File: src/rtl/r2t_pkg.sv
// ---------------------------------------------------------------------------
// r2t_pkg: shared types and constants
// Field widths, mode codes, register indexes and the controller/datapath
// command and status bundles of the raster to tile scan converter.
// ---------------------------------------------------------------------------
package r2t_pkg;

  localparam int MODE_W   = 2;
  localparam int IDX_W    = 5;
  localparam int SIZE_W   = 9;
  localparam int ADDR_W   = 18;
  localparam int TILE_W   = 5;
  localparam int DIMREG_W = 10;
  localparam int CNTREG_W = 5;
  localparam int APB_AW   = 5;

  localparam logic [MODE_W-1:0] MODE_COL  = 2'd0;
  localparam logic [MODE_W-1:0] MODE_ROW  = 2'd1;
  localparam logic [MODE_W-1:0] MODE_CONV = 2'd2;
  // undefined mode, accepted and dropped
  localparam logic [MODE_W-1:0] MODE_RSVD = 2'd3;

  localparam logic [2:0] REG_WIDTH   = 3'd0;
  localparam logic [2:0] REG_HEIGHT  = 3'd1;
  localparam logic [2:0] REG_COLS_M1 = 3'd2;
  localparam logic [2:0] REG_ROWS_M1 = 3'd3;
  localparam logic [2:0] REG_UNIFORM = 3'd4;

  typedef struct packed {
    logic [DIMREG_W-1:0] width_in_ctb;
    logic [DIMREG_W-1:0] height_in_ctb;
    logic [CNTREG_W-1:0] tile_cols_minus1;
    logic [CNTREG_W-1:0] tile_rows_minus1;
    logic                uniform_spacing;
  } cfg_t;

  typedef struct packed {
    logic load;
    logic check;
    logic div_step;
    logic save_tb;
    logic set_ax;
    logic ax_val;
    logic ndiv_load;
    logic winit;
    logic walk_step;
    logic mul_step;
    logic out_load;
  } cmd_t;

  typedef struct packed {
    logic in_conv;
    logic bad_now;
    logic uniform;
    logic div_last;
    logic walk_last;
    logic ax;
    logic mul_last;
    logic out_free;
  } status_t;

endpackage

File: src/rtl/r2t_ram.sv
// ---------------------------------------------------------------------------
// r2t_ram: generic single-write, single-read RAM
// One write port and one read port, read data registered.
// ---------------------------------------------------------------------------
module r2t_ram #(
  parameter int WIDTH = 9,
  parameter int DEPTH = 20,
  localparam int AW = (DEPTH > 1) ? $clog2(DEPTH) : 1
) (
  input  logic                 clk,
  input  logic                 we,
  input  logic [AW-1:0]        waddr,
  input  logic [WIDTH-1:0]     wdata,
  input  logic [AW-1:0]        raddr,
  output logic [WIDTH-1:0]     rdata
);

  logic [WIDTH-1:0] mem [DEPTH];

  always_ff @(posedge clk) begin
    if (we) begin
      mem[waddr] <= wdata;
    end
    rdata <= mem[raddr];
  end

endmodule

File: src/rtl/r2t_ctrl.sv
// ---------------------------------------------------------------------------
// r2t_ctrl: conversion sequencer
// Steps the datapath through bound check, divisions, tile walks,
// address accumulation and result hand-off.
// ---------------------------------------------------------------------------
module r2t_ctrl (
  input  logic              clk,
  input  logic              rst,
  input  logic              s_tvalid,
  output logic              s_tready,
  input  r2t_pkg::status_t  status,
  output r2t_pkg::cmd_t     cmd
);

  typedef enum logic [9:0] {
    S_IDLE  = 10'b0000000001,
    S_CHECK = 10'b0000000010,
    S_DIVA  = 10'b0000000100,
    S_SAVE  = 10'b0000001000,
    S_NDIV  = 10'b0000010000,
    S_WINIT = 10'b0000100000,
    S_WALK  = 10'b0001000000,
    S_AXIS  = 10'b0010000000,
    S_MUL   = 10'b0100000000,
    S_OUT   = 10'b1000000000
  } state_t;

  state_t state;
  state_t state_next;
  logic   accept;

  assign s_tready = (state == S_IDLE);
  assign accept   = s_tvalid && s_tready;

  always_comb begin
    state_next = state;
    cmd        = '0;
    case (state)
      S_IDLE: begin
        cmd.load = accept;
        if (accept && status.in_conv) begin
          state_next = S_CHECK;
        end
      end
      S_CHECK: begin
        cmd.check  = 1'b1;
        state_next = status.bad_now ? S_OUT : S_DIVA;
      end
      S_DIVA: begin
        cmd.div_step = 1'b1;
        if (status.div_last) begin
          state_next = S_SAVE;
        end
      end
      S_SAVE: begin
        cmd.save_tb   = 1'b1;
        cmd.set_ax    = 1'b1;
        cmd.ax_val    = 1'b0;
        cmd.ndiv_load = 1'b1;
        state_next    = status.uniform ? S_NDIV : S_WINIT;
      end
      S_NDIV: begin
        cmd.div_step = 1'b1;
        if (status.div_last) begin
          state_next = S_WINIT;
        end
      end
      S_WINIT: begin
        cmd.winit  = 1'b1;
        state_next = S_WALK;
      end
      S_WALK: begin
        cmd.walk_step = 1'b1;
        if (status.walk_last) begin
          state_next = status.ax ? S_MUL : S_AXIS;
        end
      end
      S_AXIS: begin
        cmd.set_ax    = 1'b1;
        cmd.ax_val    = 1'b1;
        cmd.ndiv_load = 1'b1;
        state_next    = status.uniform ? S_NDIV : S_WINIT;
      end
      S_MUL: begin
        cmd.mul_step = 1'b1;
        if (status.mul_last) begin
          state_next = S_OUT;
        end
      end
      S_OUT: begin
        if (status.out_free) begin
          cmd.out_load = 1'b1;
          state_next   = S_IDLE;
        end
      end
      default: begin
        state_next = S_IDLE;
      end
    endcase
  end

  always_ff @(posedge clk) begin
    if (rst) begin
      state <= S_IDLE;
    end else begin
      state <= state_next;
    end
  end

endmodule

File: src/rtl/r2t_dp.sv
// ---------------------------------------------------------------------------
// r2t_dp: conversion datapath
// Size stores, shared restoring divider, tile boundary walker,
// multiply-accumulate for the tile scan address and the result register.
// ---------------------------------------------------------------------------
module r2t_dp #(
  parameter int MAX_TILE_COLS = 20,
  parameter int MAX_TILE_ROWS = 22,
  parameter int MAX_PIC_DIM   = 512
) (
  input  logic                          clk,
  input  logic                          rst,
  input  r2t_pkg::cfg_t                 cfg,
  input  logic [31:0]                   s_tdata,
  input  logic [r2t_pkg::MODE_W-1:0]    s_tuser,
  input  logic                          m_tready,
  output logic                          m_tvalid,
  output logic [31:0]                   m_tdata,
  output logic                          m_tuser,
  input  r2t_pkg::cmd_t                 cmd,
  output r2t_pkg::status_t              status
);

  localparam int ADDR_W = r2t_pkg::ADDR_W;
  localparam int SIZE_W = r2t_pkg::SIZE_W;
  localparam int TILE_W = r2t_pkg::TILE_W;
  localparam int DIM_W  = $clog2(MAX_PIC_DIM + 1);
  localparam int MAXN   = (MAX_TILE_COLS > MAX_TILE_ROWS) ? MAX_TILE_COLS : MAX_TILE_ROWS;
  localparam int CNT_W  = $clog2(MAXN + 1);
  localparam int DV_W   = (DIM_W > CNT_W) ? DIM_W : CNT_W;
  localparam int CA_W   = (MAX_TILE_COLS > 1) ? $clog2(MAX_TILE_COLS) : 1;
  localparam int RA_W   = (MAX_TILE_ROWS > 1) ? $clog2(MAX_TILE_ROWS) : 1;
  localparam int PROD_W = 2 * DIM_W;
  localparam int CMP_W  = (PROD_W > ADDR_W) ? PROD_W : ADDR_W;
  localparam int ACC_W  = 2 * DIM_W + 2;
  localparam int S_W    = ((DIM_W > SIZE_W) ? DIM_W : SIZE_W) + 1;
  localparam int DC_W   = $clog2(ADDR_W);

  // input item fields
  logic [r2t_pkg::IDX_W-1:0] in_idx;
  logic [SIZE_W-1:0]         in_size;
  logic [ADDR_W-1:0]         in_addr;

  assign in_idx  = s_tdata[4:0];
  assign in_size = s_tdata[13:5];
  assign in_addr = s_tdata[31:14];

  // latched item and clamped geometry
  logic [ADDR_W-1:0] addr;
  logic [DIM_W-1:0]  w, h, w_c, h_c;
  logic [CNT_W-1:0]  nc, nr, nc_c, nr_c;
  logic              uni;
  logic              bad;

  always_comb begin
    w_c = (32'(cfg.width_in_ctb) > MAX_PIC_DIM) ? DIM_W'(MAX_PIC_DIM)
                                                : DIM_W'(cfg.width_in_ctb);
    h_c = (32'(cfg.height_in_ctb) > MAX_PIC_DIM) ? DIM_W'(MAX_PIC_DIM)
                                                 : DIM_W'(cfg.height_in_ctb);
    if (32'(cfg.tile_cols_minus1) > MAX_TILE_COLS - 1) begin
      nc_c = CNT_W'(MAX_TILE_COLS);
    end else begin
      nc_c = CNT_W'(cfg.tile_cols_minus1) + 1'b1;
    end
    if (32'(cfg.tile_rows_minus1) > MAX_TILE_ROWS - 1) begin
      nr_c = CNT_W'(MAX_TILE_ROWS);
    end else begin
      nr_c = CNT_W'(cfg.tile_rows_minus1) + 1'b1;
    end
  end

  // size stores
  logic              col_we, row_we;
  logic [CNT_W-1:0]  rd_idx;
  logic [SIZE_W-1:0] col_q, row_q;

  assign col_we = cmd.load && (s_tuser == r2t_pkg::MODE_COL) && (32'(in_idx) < MAX_TILE_COLS);
  assign row_we = cmd.load && (s_tuser == r2t_pkg::MODE_ROW) && (32'(in_idx) < MAX_TILE_ROWS);

  r2t_ram #(.WIDTH(SIZE_W), .DEPTH(MAX_TILE_COLS)) u_col_ram (
    .clk   (clk),
    .we    (col_we),
    .waddr (CA_W'(in_idx)),
    .wdata (in_size),
    .raddr (CA_W'(rd_idx)),
    .rdata (col_q)
  );

  r2t_ram #(.WIDTH(SIZE_W), .DEPTH(MAX_TILE_ROWS)) u_row_ram (
    .clk   (clk),
    .we    (row_we),
    .waddr (RA_W'(in_idx)),
    .wdata (in_size),
    .raddr (RA_W'(rd_idx)),
    .rdata (row_q)
  );

  // bound check
  logic [PROD_W-1:0] wh;
  logic              bad_now;

  assign wh      = PROD_W'(w) * PROD_W'(h);
  assign bad_now = (w == '0) || (h == '0) || (CMP_W'(addr) >= CMP_W'(wh));

  // axis selection
  logic             ax, sel_ax;
  logic [DIM_W-1:0] dim_a, dim_l, tgt;
  logic [CNT_W-1:0] n_a, n_l;
  logic [SIZE_W-1:0] size_a;
  logic [DIM_W-1:0] tbx, tby;

  assign sel_ax = cmd.set_ax ? cmd.ax_val : ax;
  assign dim_a  = ax ? h : w;
  assign n_a    = ax ? nr : nc;
  assign tgt    = ax ? tby : tbx;
  assign size_a = ax ? row_q : col_q;
  assign dim_l  = sel_ax ? h : w;
  assign n_l    = sel_ax ? nr : nc;

  // shared restoring divider, one quotient bit per cycle
  logic [DV_W-1:0]   dv_rem, dv_div;
  logic [ADDR_W-1:0] dv_quo;
  logic [DC_W-1:0]   dv_cnt;
  logic [DV_W:0]     dv_sh, dv_diff;
  logic              dv_ge;

  assign dv_sh   = {dv_rem, dv_quo[ADDR_W-1]};
  assign dv_diff = dv_sh - {1'b0, dv_div};
  assign dv_ge   = !dv_diff[DV_W];

  // boundary walker
  logic [CNT_W-1:0] i;
  logic [DIM_W-1:0] lo, q, qd, hq, hi_e, hi;
  logic [DV_W-1:0]  r, rd, r_n;
  logic [DV_W:0]    rs;
  logic             ge_n, last;
  logic [S_W-1:0]   s_sum;
  logic [CNT_W-1:0] i_inc;

  assign i_inc  = i + 1'b1;
  assign last   = (i == n_a - 1'b1);
  assign rd_idx = (cmd.walk_step && (i_inc < n_a)) ? i_inc : '0;

  always_comb begin
    rs    = {1'b0, r} + {1'b0, rd};
    ge_n  = (rs >= (DV_W + 1)'(n_a));
    r_n   = ge_n ? DV_W'(rs - (DV_W + 1)'(n_a)) : DV_W'(rs);
    hq    = q + qd + DIM_W'(ge_n);
    s_sum = S_W'(lo) + S_W'(size_a) + 1'b1;
    if (last) begin
      hi_e = dim_a;
    end else if (s_sum > S_W'(dim_a)) begin
      hi_e = dim_a;
    end else begin
      hi_e = DIM_W'(s_sum);
    end
    hi = uni ? hq : hi_e;
  end

  logic [CNT_W-1:0] tx, ty;
  logic [DIM_W-1:0] clo, chi, rlo, rhi;

  // address accumulation: one product per cycle
  logic [1:0]        k;
  logic [DIM_W-1:0]  mul_a, mul_b;
  logic [PROD_W-1:0] prod;
  logic [ACC_W-1:0]  acc;

  always_comb begin
    case (k)
      2'd0: begin
        mul_a = w;
        mul_b = rlo;
      end
      2'd1: begin
        mul_a = rhi - rlo;
        mul_b = clo;
      end
      default: begin
        mul_a = tby - rlo;
        mul_b = chi - clo;
      end
    endcase
  end

  assign prod = PROD_W'(mul_a) * PROD_W'(mul_b);

  // result register
  logic [ADDR_W-1:0] o_ts;
  logic [TILE_W-1:0] o_col, o_row;
  logic              o_bad;

  always_ff @(posedge clk) begin
    if (cmd.load) begin
      addr <= in_addr;
      w    <= w_c;
      h    <= h_c;
      nc   <= nc_c;
      nr   <= nr_c;
      uni  <= cfg.uniform_spacing;
    end
    if (cmd.check) begin
      bad    <= bad_now;
      dv_rem <= '0;
      dv_quo <= addr;
      dv_div <= DV_W'(w);
      dv_cnt <= '0;
    end else if (cmd.ndiv_load) begin
      dv_rem <= '0;
      dv_quo <= ADDR_W'(dim_l);
      dv_div <= DV_W'(n_l);
      dv_cnt <= '0;
    end else if (cmd.div_step) begin
      dv_rem <= dv_ge ? dv_diff[DV_W-1:0] : dv_sh[DV_W-1:0];
      dv_quo <= {dv_quo[ADDR_W-2:0], dv_ge};
      dv_cnt <= dv_cnt + 1'b1;
    end
    if (cmd.set_ax) begin
      ax <= cmd.ax_val;
    end
    if (cmd.save_tb) begin
      tbx <= DIM_W'(dv_rem);
      tby <= DIM_W'(dv_quo);
    end
    if (cmd.winit) begin
      qd <= DIM_W'(dv_quo);
      rd <= dv_rem;
      i  <= '0;
      lo <= '0;
      q  <= '0;
      r  <= '0;
      k  <= '0;
    end else if (cmd.walk_step) begin
      lo <= hi;
      q  <= hq;
      r  <= r_n;
      i  <= i_inc;
      if (tgt >= lo) begin
        if (ax) begin
          ty  <= i;
          rlo <= lo;
          rhi <= hi;
        end else begin
          tx  <= i;
          clo <= lo;
          chi <= hi;
        end
      end
    end else if (cmd.mul_step) begin
      k   <= k + 1'b1;
      acc <= ((k == 2'd0) ? ACC_W'(tbx - clo) : acc) + ACC_W'(prod);
    end
    if (cmd.out_load) begin
      o_ts  <= bad ? '0 : ADDR_W'(acc);
      o_col <= bad ? '0 : TILE_W'(tx);
      o_row <= bad ? '0 : TILE_W'(ty);
      o_bad <= bad;
    end
  end

  always_ff @(posedge clk) begin
    if (rst) begin
      m_tvalid <= 1'b0;
    end else if (cmd.out_load) begin
      m_tvalid <= 1'b1;
    end else if (m_tready) begin
      m_tvalid <= 1'b0;
    end
  end

  assign m_tdata = {4'b0, o_row, o_col, o_ts};
  assign m_tuser = o_bad;

  assign status.in_conv   = (s_tuser == r2t_pkg::MODE_CONV);
  assign status.bad_now   = bad_now;
  assign status.uniform   = uni;
  assign status.div_last  = (dv_cnt == DC_W'(ADDR_W - 1));
  assign status.walk_last = last;
  assign status.ax        = ax;
  assign status.mul_last  = (k == 2'd2);
  assign status.out_free  = !m_tvalid || m_tready;

endmodule

File: src/rtl/raster_to_tile_scan_address_core.sv
// ---------------------------------------------------------------------------
// raster_to_tile_scan_address_core: CTB raster to tile scan converter
// Maps a CTB raster address to its tile scan address, tile column and row,
// with uniform or explicitly sized tiles.
// ---------------------------------------------------------------------------
//  channel  | direction | content
//  s_*      | in        | tdata: entry_index, entry_size_minus1, raster_address;
//           |           | tuser: mode
//  m_*      | out       | tdata: tile_scan_address, tile_column, tile_row;
//           |           | tuser: bad_address
//  apb      | in/out    | width, height, tile counts, uniform spacing
//
// a conversion holds the input while the 18-step serial divisions (three
// uniform, one explicit) and the one-tile-per-cycle boundary walks run; a bad
// address goes from the bound check straight to the output register.
// a stalled output adds its stall; a result waits in the output register
// while the next item is taken. rst clears the sequencer, the result valid
// and the registers.
// ---------------------------------------------------------------------------
module raster_to_tile_scan_address_core #(
  parameter int MAX_TILE_COLS = 20,
  parameter int MAX_TILE_ROWS = 22,
  parameter int MAX_PIC_DIM   = 512
) (
  input  logic                        clk,
  input  logic                        rst,
  input  logic                        s_tvalid,
  output logic                        s_tready,
  // entry_index, entry_size_minus1, raster_address
  input  logic [31:0]                 s_tdata,
  // mode
  input  logic [r2t_pkg::MODE_W-1:0]  s_tuser,
  output logic                        m_tvalid,
  input  logic                        m_tready,
  // tile_scan_address, tile_column, tile_row, zero pad
  output logic [31:0]                 m_tdata,
  // bad_address
  output logic                        m_tuser,
  input  logic                        psel,
  input  logic                        penable,
  input  logic                        pwrite,
  input  logic [r2t_pkg::APB_AW-1:0]  paddr,
  input  logic [31:0]                 pwdata,
  output logic [31:0]                 prdata,
  output logic                        pready
);

  r2t_pkg::cfg_t    cfg;
  r2t_pkg::cmd_t    cmd;
  r2t_pkg::status_t status;
  logic             cfg_we;
  logic [2:0]       reg_idx;

  assign pready  = 1'b1;
  assign cfg_we  = psel && penable && pwrite && pready;
  assign reg_idx = paddr[4:2];

  always_ff @(posedge clk) begin
    if (rst) begin
      cfg.width_in_ctb     <= 10'd1;
      cfg.height_in_ctb    <= 10'd1;
      cfg.tile_cols_minus1 <= '0;
      cfg.tile_rows_minus1 <= '0;
      cfg.uniform_spacing  <= 1'b1;
    end else if (cfg_we) begin
      case (reg_idx)
        r2t_pkg::REG_WIDTH:   cfg.width_in_ctb     <= pwdata[9:0];
        r2t_pkg::REG_HEIGHT:  cfg.height_in_ctb    <= pwdata[9:0];
        r2t_pkg::REG_COLS_M1: cfg.tile_cols_minus1 <= pwdata[4:0];
        r2t_pkg::REG_ROWS_M1: cfg.tile_rows_minus1 <= pwdata[4:0];
        r2t_pkg::REG_UNIFORM: cfg.uniform_spacing  <= pwdata[0];
        default: begin
        end
      endcase
    end
  end

  always_comb begin
    case (reg_idx)
      r2t_pkg::REG_WIDTH:   prdata = 32'(cfg.width_in_ctb);
      r2t_pkg::REG_HEIGHT:  prdata = 32'(cfg.height_in_ctb);
      r2t_pkg::REG_COLS_M1: prdata = 32'(cfg.tile_cols_minus1);
      r2t_pkg::REG_ROWS_M1: prdata = 32'(cfg.tile_rows_minus1);
      r2t_pkg::REG_UNIFORM: prdata = 32'(cfg.uniform_spacing);
      default:              prdata = '0;
    endcase
  end

  r2t_ctrl u_ctrl (
    .clk      (clk),
    .rst      (rst),
    .s_tvalid (s_tvalid),
    .s_tready (s_tready),
    .status   (status),
    .cmd      (cmd)
  );

  r2t_dp #(
    .MAX_TILE_COLS (MAX_TILE_COLS),
    .MAX_TILE_ROWS (MAX_TILE_ROWS),
    .MAX_PIC_DIM   (MAX_PIC_DIM)
  ) u_dp (
    .clk      (clk),
    .rst      (rst),
    .cfg      (cfg),
    .s_tdata  (s_tdata),
    .s_tuser  (s_tuser),
    .m_tready (m_tready),
    .m_tvalid (m_tvalid),
    .m_tdata  (m_tdata),
    .m_tuser  (m_tuser),
    .cmd      (cmd),
    .status   (status)
  );

  // a flagged address carries an all-zero payload
  assert property (@(posedge clk) disable iff (rst)
    m_tvalid && m_tuser |-> m_tdata == 32'd0)
    else $error("bad address transaction with nonzero payload");

  // a conversion keeps the input side closed while it runs
  assert property (@(posedge clk) disable iff (rst)
    s_tvalid && s_tready && s_tuser == r2t_pkg::MODE_CONV |=> !s_tready)
    else $error("input taken during conversion");

  // reported tile column stays inside the configured range or below MAX_TILE_COLS
  assert property (@(posedge clk) disable iff (rst)
    m_tvalid |-> 32'(m_tdata[22:18]) <= 32'(cfg.tile_cols_minus1)
                 || 32'(m_tdata[22:18]) < MAX_TILE_COLS)
    else $error("tile column out of range");

endmodule

File: config.mk
export PLATFORM = sky130hd
export DESIGN_NAME = raster_to_tile_scan_address_core
export DESIGN_NICKNAME = d
export VERILOG_FILES = /design/src/rtl/r2t_pkg.sv /design/src/rtl/r2t_ram.sv /design/src/rtl/r2t_ctrl.sv /design/src/rtl/r2t_dp.sv /design/src/rtl/raster_to_tile_scan_address_core.sv
export SDC_FILE = /design/constraint.sdc
export NUM_CORES = 2
export LEC_CHECK = 0
export ABC_AREA = 0
export BUFFER_PORTS_ARGS = -buffer_cell sky130_fd_sc_hd__buf_2
export CORE_AREA = 2 2 262 264
export CTS_CLUSTER_DIAMETER = 80
export DETAILED_ROUTE_END_ITERATION = 8
export DIE_AREA = 0 0 264 266
export MAX_ROUTING_LAYER = met4
export PLACE_DENSITY = 0.82
export SKIP_CTS_REPAIR_TIMING = 1
export SYNTH_ARGS = -nofsm -noshare
export SYNTH_HDL_FRONTEND = slang
export SYNTH_SLANG_ARGS = --single-unit
File: constraint.sdc
create_clock -name clk -period 10.4 [get_ports clk]
set_input_delay 1.56 -clock clk [delete_from_list [all_inputs] [get_ports clk]]
set_output_delay 1.56 -clock clk [all_outputs]
set_load 0.1 [all_outputs]
## Yosys cells after proc, flatten, opt, wreduce, memory -nomap -nowiden

Memory sizes are Yosys's and may differ from the RTL's. A register that Yosys moved wholly into a read port is not among the register bits.
Cells that the tools add are included.

| operators by class | value |
|---|---|
| mux-type cells | 48 |
| equality and inequality tests | 26 |
| reduce and logical (&&, ||, !) cells | 35 |
| $mul | 2 |
| magnitude comparators | 11 |
| bitwise operators | 3 |
| $add $sub $neg | 18 |

Operators by type and width:

| cell | count |
|---|---|
| 2-to-1 mux 10 bit | 17 |
| case mux 10 bit (9 select lines) | 1 |
| 2-to-1 mux 18 bit | 3 |
| case mux 10 bit (5 select lines) | 1 |
| multiplier 10 x 10 -> 20 bit | 2 |
| case mux 10 bit (2 select lines) | 2 |
| subtractor 10 bit | 3 |
| adder 22 x 20 -> 22 bit | 1 |
| 2-to-1 mux 22 bit | 1 |
| adder 5 x 1 -> 5 bit, second input constant | 4 |
| >= comparator 18 x 20 -> 1 bit | 1 |
| > comparator 10 bit, second input constant | 2 |
| zero test 10 bit | 2 |
| 2-to-1 mux 9 bit | 2 |
| 2-to-1 mux 1 bit | 16 |
| 2-to-1 mux 5 bit | 3 |
| AND reduction 2 bit | 6 |
| adder 10 x 10 -> 11 bit | 1 |
| adder 10 x 9 -> 11 bit | 1 |
| adder 11 x 1 -> 11 bit, second input constant | 1 |
| >= comparator 11 x 5 -> 1 bit | 1 |
| > comparator 11 x 10 -> 1 bit | 1 |
| subtractor 10 x 10 -> 11 bit | 1 |
| subtractor 11 x 10 -> 11 bit | 1 |
| other kinds (42) | 69 |

| storage, ports and cells | value |
|---|---|
| memory bits (writable) | 378 |
| memories | 2 |
| bits of input ports | 78 |
| output and inout bits | 68 |
| flip-flop bits (word level) | 314 |

Memories:

| memory | depth | width | rd ports | clocked after memory_dff | wr ports | RTL line | source |
|---|---|---|---|---|---|---|---|
| u_dp.u_row_ram.mem | 22 | 9 | 1 | 1 | 1 | r2t_ram.sv:18 | `logic [WIDTH-1:0] mem [DEPTH];` |
| u_dp.u_col_ram.mem | 20 | 9 | 1 | 1 | 1 | r2t_ram.sv:18 |  |

## Logic depth before layout (Yosys ltp)

| depth | value |
|---|---|
| depth in word-level cells | 7 |
| depth in mapped cells | 33 |
| gate-level depth less buffers | 31 |

## Modules after synthesis

From an unflattened synthesis, not the netlist that was laid out.

| unflattened totals | value |
|---|---|
| cell total of the unflattened synthesis | 3204 |
| area total of the unflattened synthesis | 39915.8 um^2 |

By module, submodules not included:

| module | area each (um^2) | instances | seq. area each (um^2) | cells each |
|---|---|---|---|---|
| r2t_dp | 22038.6 | 1 | 7537.2 | 2180 |
| r2t_ram (u_dp.u_row_ram) | 8000.2 | 1 | 6125.9 | 382 |
| r2t_ram (u_dp.u_col_ram) | 7352.1 | 1 | 5585.4 | 369 |
| raster_to_tile_scan_address_core | 1771.7 | 1 | 620.6 | 179 |
| r2t_ctrl | 753.2 | 1 | 200.2 | 94 |

## Worst setup path after synthesis

No wires, ideal clock.

| timing | value |
|---|---|
| path kind | register to register |
| start | register u_dp.k[1] |
| end | register u_dp.acc[17] (data pin) |
| data arrival time | 8202 ps |
| data required time | 10132 ps |
| clock period less this slack | 8469 ps |
| stages on the path, launching flop included | 32 |
| slack | 1931 ps |
| library setup time | 268 ps |
| cell sequence | dfxtp_1 -> inv_1 -> ha_1 -> clkbuf_1 -> buf_1 -> mux2i_1 -> ha_1 -> inv_1 -> fa_1 -> a21oi_1 -> nor2b_1 -> o21a_1 -> or4_1 -> a31oi_1 -> xnor2_1 -> o21ai_1 -> nand2_1 -> fa_1 -> inv_1 -> fa_1 -> fa_1 -> fa_1 -> inv_1 -> fa_1 -> inv_1 -> ha_1 -> and3_1 -> a2111oi_0 -> a21oi_1 -> a31oi_1 -> o21ai_1 -> xnor3_1 |

| between the ends | value |
|---|---|
| cells in the longest elaborated chain, start to end | 4 |
| elaborated cells on any way between the ends | 7 |
| those cells by class | 1 x add/sub; 1 x mul; 1 x eq/ne; 3 x mux; 1 x reduce/logical |

RTL lines:

| what | RTL line | source |
|---|---|---|
| start: declaration | r2t_dp.sv:164 | `logic [1:0] k;` |
| start signal: assignment | r2t_dp.sv:250 | `k <= k + 1'b1;` |
| equality test 2 x 1 -> 1 bit / zero test 2 bit (equally long branches) | r2t_dp.sv:170, r2t_dp.sv:251 |  |
| case mux 10 bit (2 select lines) | r2t_dp.sv:170 | `case (k)` |
| multiplier 10 x 10 -> 20 bit | r2t_dp.sv:186 | `assign prod = PROD_W'(mul_a) * PROD_W'(mul_b);` |
| adder 22 x 20 -> 22 bit * | r2t_dp.sv:251 | `acc <= ((k == 2'd0) ? ACC_W'(tbx - clo) : acc) + ACC_W'(prod);` |
| end signal: assignment | r2t_dp.sv:251 |  |
| end: declaration | r2t_dp.sv:167 | `logic [ACC_W-1:0] acc;` |

Mark *: on every way between the ends. The rest lies on a longest branch, timed or not.
A chain may end at the register's enable or synchronous reset.

## Worst setup path after layout

Ends and elaborated chain as after synthesis.

==> results.py <==
metrics = {
    "run_status": {
        "status": "finished, final reports clean",
    },
    "yosys": {
        "ys_top_cells_by_count": "593 x edfxtp_1, 294 x nand2_1, 292 x inv_1",
        "yosys.area.top_type": "edfxtp_1",
        "syn_inst": 3411,
        "synth_xor_xnor_area_share_pct": 2.05,
        "synth.distinct_cells": 92,
        "synthSimpleGateAreaFrac_pct": 11.8,
        "yosysSeqAreaShare_pct": 50.2,
        "muxShareOfSynthArea_pct": 7.36,
        "synth_top_family_by_area": "adder cells",
        "synth-edff-count": 593,
        "syn_avg_cell_area_um2": 11.7,
        "synth_top_area_share_pct": 44.6,
        "yosysWarnings": 0,
        "yosysMostFrequentCell": "edfxtp_1",
        "synth_area_um2": 40000,
        "ys_seq_elements": 706,
        "synth_adder_area_share_pct": 14.5,
        "ys_async_sr_fraction_pct": 0,
        "synth_compound_area_share_pct": 9.34,
        "synth_area_leaders": "edfxtp_1 45%, fa_1 7.5%, ha_1 7.0%, dfxtp_1 5.7%, mux2i_1 4.7%",
        "synth_ff_type": "edfxtp_1",
    },
    "grt": {
        "antenna_found_initial": 0,
        "grt_pass1_wl_um": 149000,
        "grt_overflow_total": 0,
        "grt_pass1_vias": 27066,
        "grt_max_degree": 63,
        "track_usage_pct": 28.2,
    },
    "power_and_ir_drop": {
        "vdd_drop_max_mv": 0.496,
        "power.total_mw": 10.4,
        "power.density_nw_per_um2": 237,
        "leakage_nw": 17.5,
    },
    "cells_and_area": {
        "design_area_um2": 43700,
        "fin_nets": 3939,
        "drive_above_1_share_pct": 10.7,
        "fill_cells": 5003,
        "area_delta_synth_final_pct": 9.40,
    },
    "die": {
        "die_y_um": 266,
        "fp-row-count": 96,
        "core_um2": 67700,
        "start_util_pct": 59.0,
        "fp.dieArea_um2": 70200,
        "io-pin-count": 146,
        "fp.dieW_um": 264,
    },
    "sta": {
        "tightestPinTransition_ps": 1110,
        "fin_ws_ps": 1350,
        "holdWs_ps": 461,
        "finalCritPeriodShare_pct": 87.0,
        "max_freq_ghz": 0.110,
        "skew_ps": 56.0,
        "period_needed_ps": 9050,
        "finalHoldViolCount": 0,
        "worst_slew_margin_rel_pct": 25.8,
        "tns_ps": 0,
        "setup_viol": 0,
        "grt_setup_unrepaired": "false",
        "slew_viol_final": 0,
    },
    "critical_path": {
        "critical_path.slowest_cell": "a2111oi_0",
        "crit_fanout": 18,
        "crit_family": "adder cells",
        "critPathKind": "flop to flop",
        "max_stage_delay_ps": 870,
        "cp.required_ps": 10750,
        "crit_arrival_ps": 9400,
        "cp-start-kind": "flop",
        "cpMostUsedCell": "fa_1",
        "critPathCaptureType": "flop",
        "critical_path_buf_inv_count": 5,
    },
    "cts": {
        "clk_path_buf_depth": 3,
        "cts_tree": "done",
        "clk_latency_ps": 640,
        "clockRootBuffer": "clkbuf_16",
        "cts_buffers": 73,
        "htree_levels": 3,
        "clk_pin_slew_worst_paths_ps": 60,
        "clock-sinks": 706,
    },
    "route": {
        "vias_per_cell": 6.10,
        "wl_um": 96000,
        "drcViolationCount": 0,
        "dr.pass1.iters": 7,
        "drt_iter0_markers": 2898,
        "wire_per_inst_um": 21.7,
        "vias": 27023,
        "ant_nets": 0,
    },
    "placed_design": {
        "postPlaceCellArea_um2": 41200,
        "gp_congestion": 0.934,
        "place_ws_ps": 1490,
        "io_buffers": 94,
        "dp_hpwl_um": 65600,
    },
    "hold_path": {
        "hp-class": "flop to flop",
    },
    "job": {
        "max_cap_violations": 0,
    },
}
-- where the power goes --
group          internal (mW)  total (mW)  switching (mW)  leakage, nW
logic                   1.84        4.30            2.47         10.0
registers               3.21        3.37           0.162         6.27
clock network           1.54        2.68            1.15         1.21
-- per-stage QoR --
| step | instances | utilization [%] |
|---|---|---|
| floorplan | 3436 | - |
| global placement | 4295 | 60.9 |
| detailed placement | 4295 | 60.9 |
| CTS | 4430 | 64.5 |
| global route | 4430 | 64.5 |
| finish | 4431 | 64.5 |
-- registers in the layout, indices dropped and copies added (netlist names), 18 cells and up --
register,flops
u_dp.u_row_ram.mem,198
u_dp.u_col_ram.mem,180
u_dp.acc,18
u_dp.dv_quo,18
u_dp.addr,18
u_dp.o_ts,18
cfg,31
-- path summary, 6_finish.rpt --
path | start | to | slack (ps) | cells past startpoint
worst max-delay path | u_dp.k[1] | u_dp.acc[17] | 1350 | 27
worst min-delay path | u_dp.r[2] | u_dp.r[2] | 460 | 2
worst max register to register | u_dp.k[1] | u_dp.acc[17] | 1350 | 27
worst min register to register | u_dp.r[2] | u_dp.r[2] | 460 | 2
-- metal layers --
| layer | wire length [µm] | up-vias | global-route usage (%) |
|---|---|---|---|
| met2 | 46500 | 1287 | 46.2 |
| met4 | 3950 | 0 | 11.1 |
| met3 | 7820 | 281 | 5.10 |
| met5 | 0 | - | - |
| met1 | 37700 | 13140 | 35.0 |
| li1 | - | 12315 | - |
-- cell usage in the layout (no fill, tap or decap), types with 13 or more instances in the layout --
cell and n:
xor2_1 35, nor2b_1 85, nand3_1 56, buf_2 94, o211ai_1 28, nor2_1 202, clkbuf_1 16, edfxtp_1 593
mux2_2 74, a22oi_1 15, a21boi_0 15, inv_1 291, clkbuf_16 74, a21o_1 37, nor3_1 60, a21oi_1 91
nand2_1 294, ha_1 223, and2_1 92, conb_1 27, o21ai_1 31, o22ai_1 20, o21ai_0 107, or4_1 19
mux2i_1 188, o21a_1 29, fa_1 149, a211oi_1 56, a31oi_1 13, nand4_1 25, dfxtp_1 111, xnor2_1 55
buf_4 40, nand2b_1 25
-- cells by family (layout without fill, tap and decap cells) --
logic type,Yosys count,in the layout
flip-flops,706,706
AO/OA/AOI/OAI,556,556
other,2,28
adder cells (fa/ha/maj),373,373
AND/OR/NAND/NOR,948,948
buffers and inverters,457,569
multiplexers,277,277
XOR/XNOR,92,92
-- worst min-delay path: stages (launching register included) --
cell and delay [ps]:
dfxtp_1 320, nand2_1 50, o21ai_1 50
-- final cells by class --
type,count,area [µm²],area share [%]
Antenna cell,1,2.50,0.00572
Sequential cell,706,20100,45.9
Clock inverter,38,480,1.10
Inverter,300,1130,2.58
Tap cell,882,1100,2.52
Timing Repair Buffer,134,771,1.76
Multi-Input combinational cell,2273,18200,41.5
Clock buffer,97,2010,4.59
(Power assumes the default switching activity.)
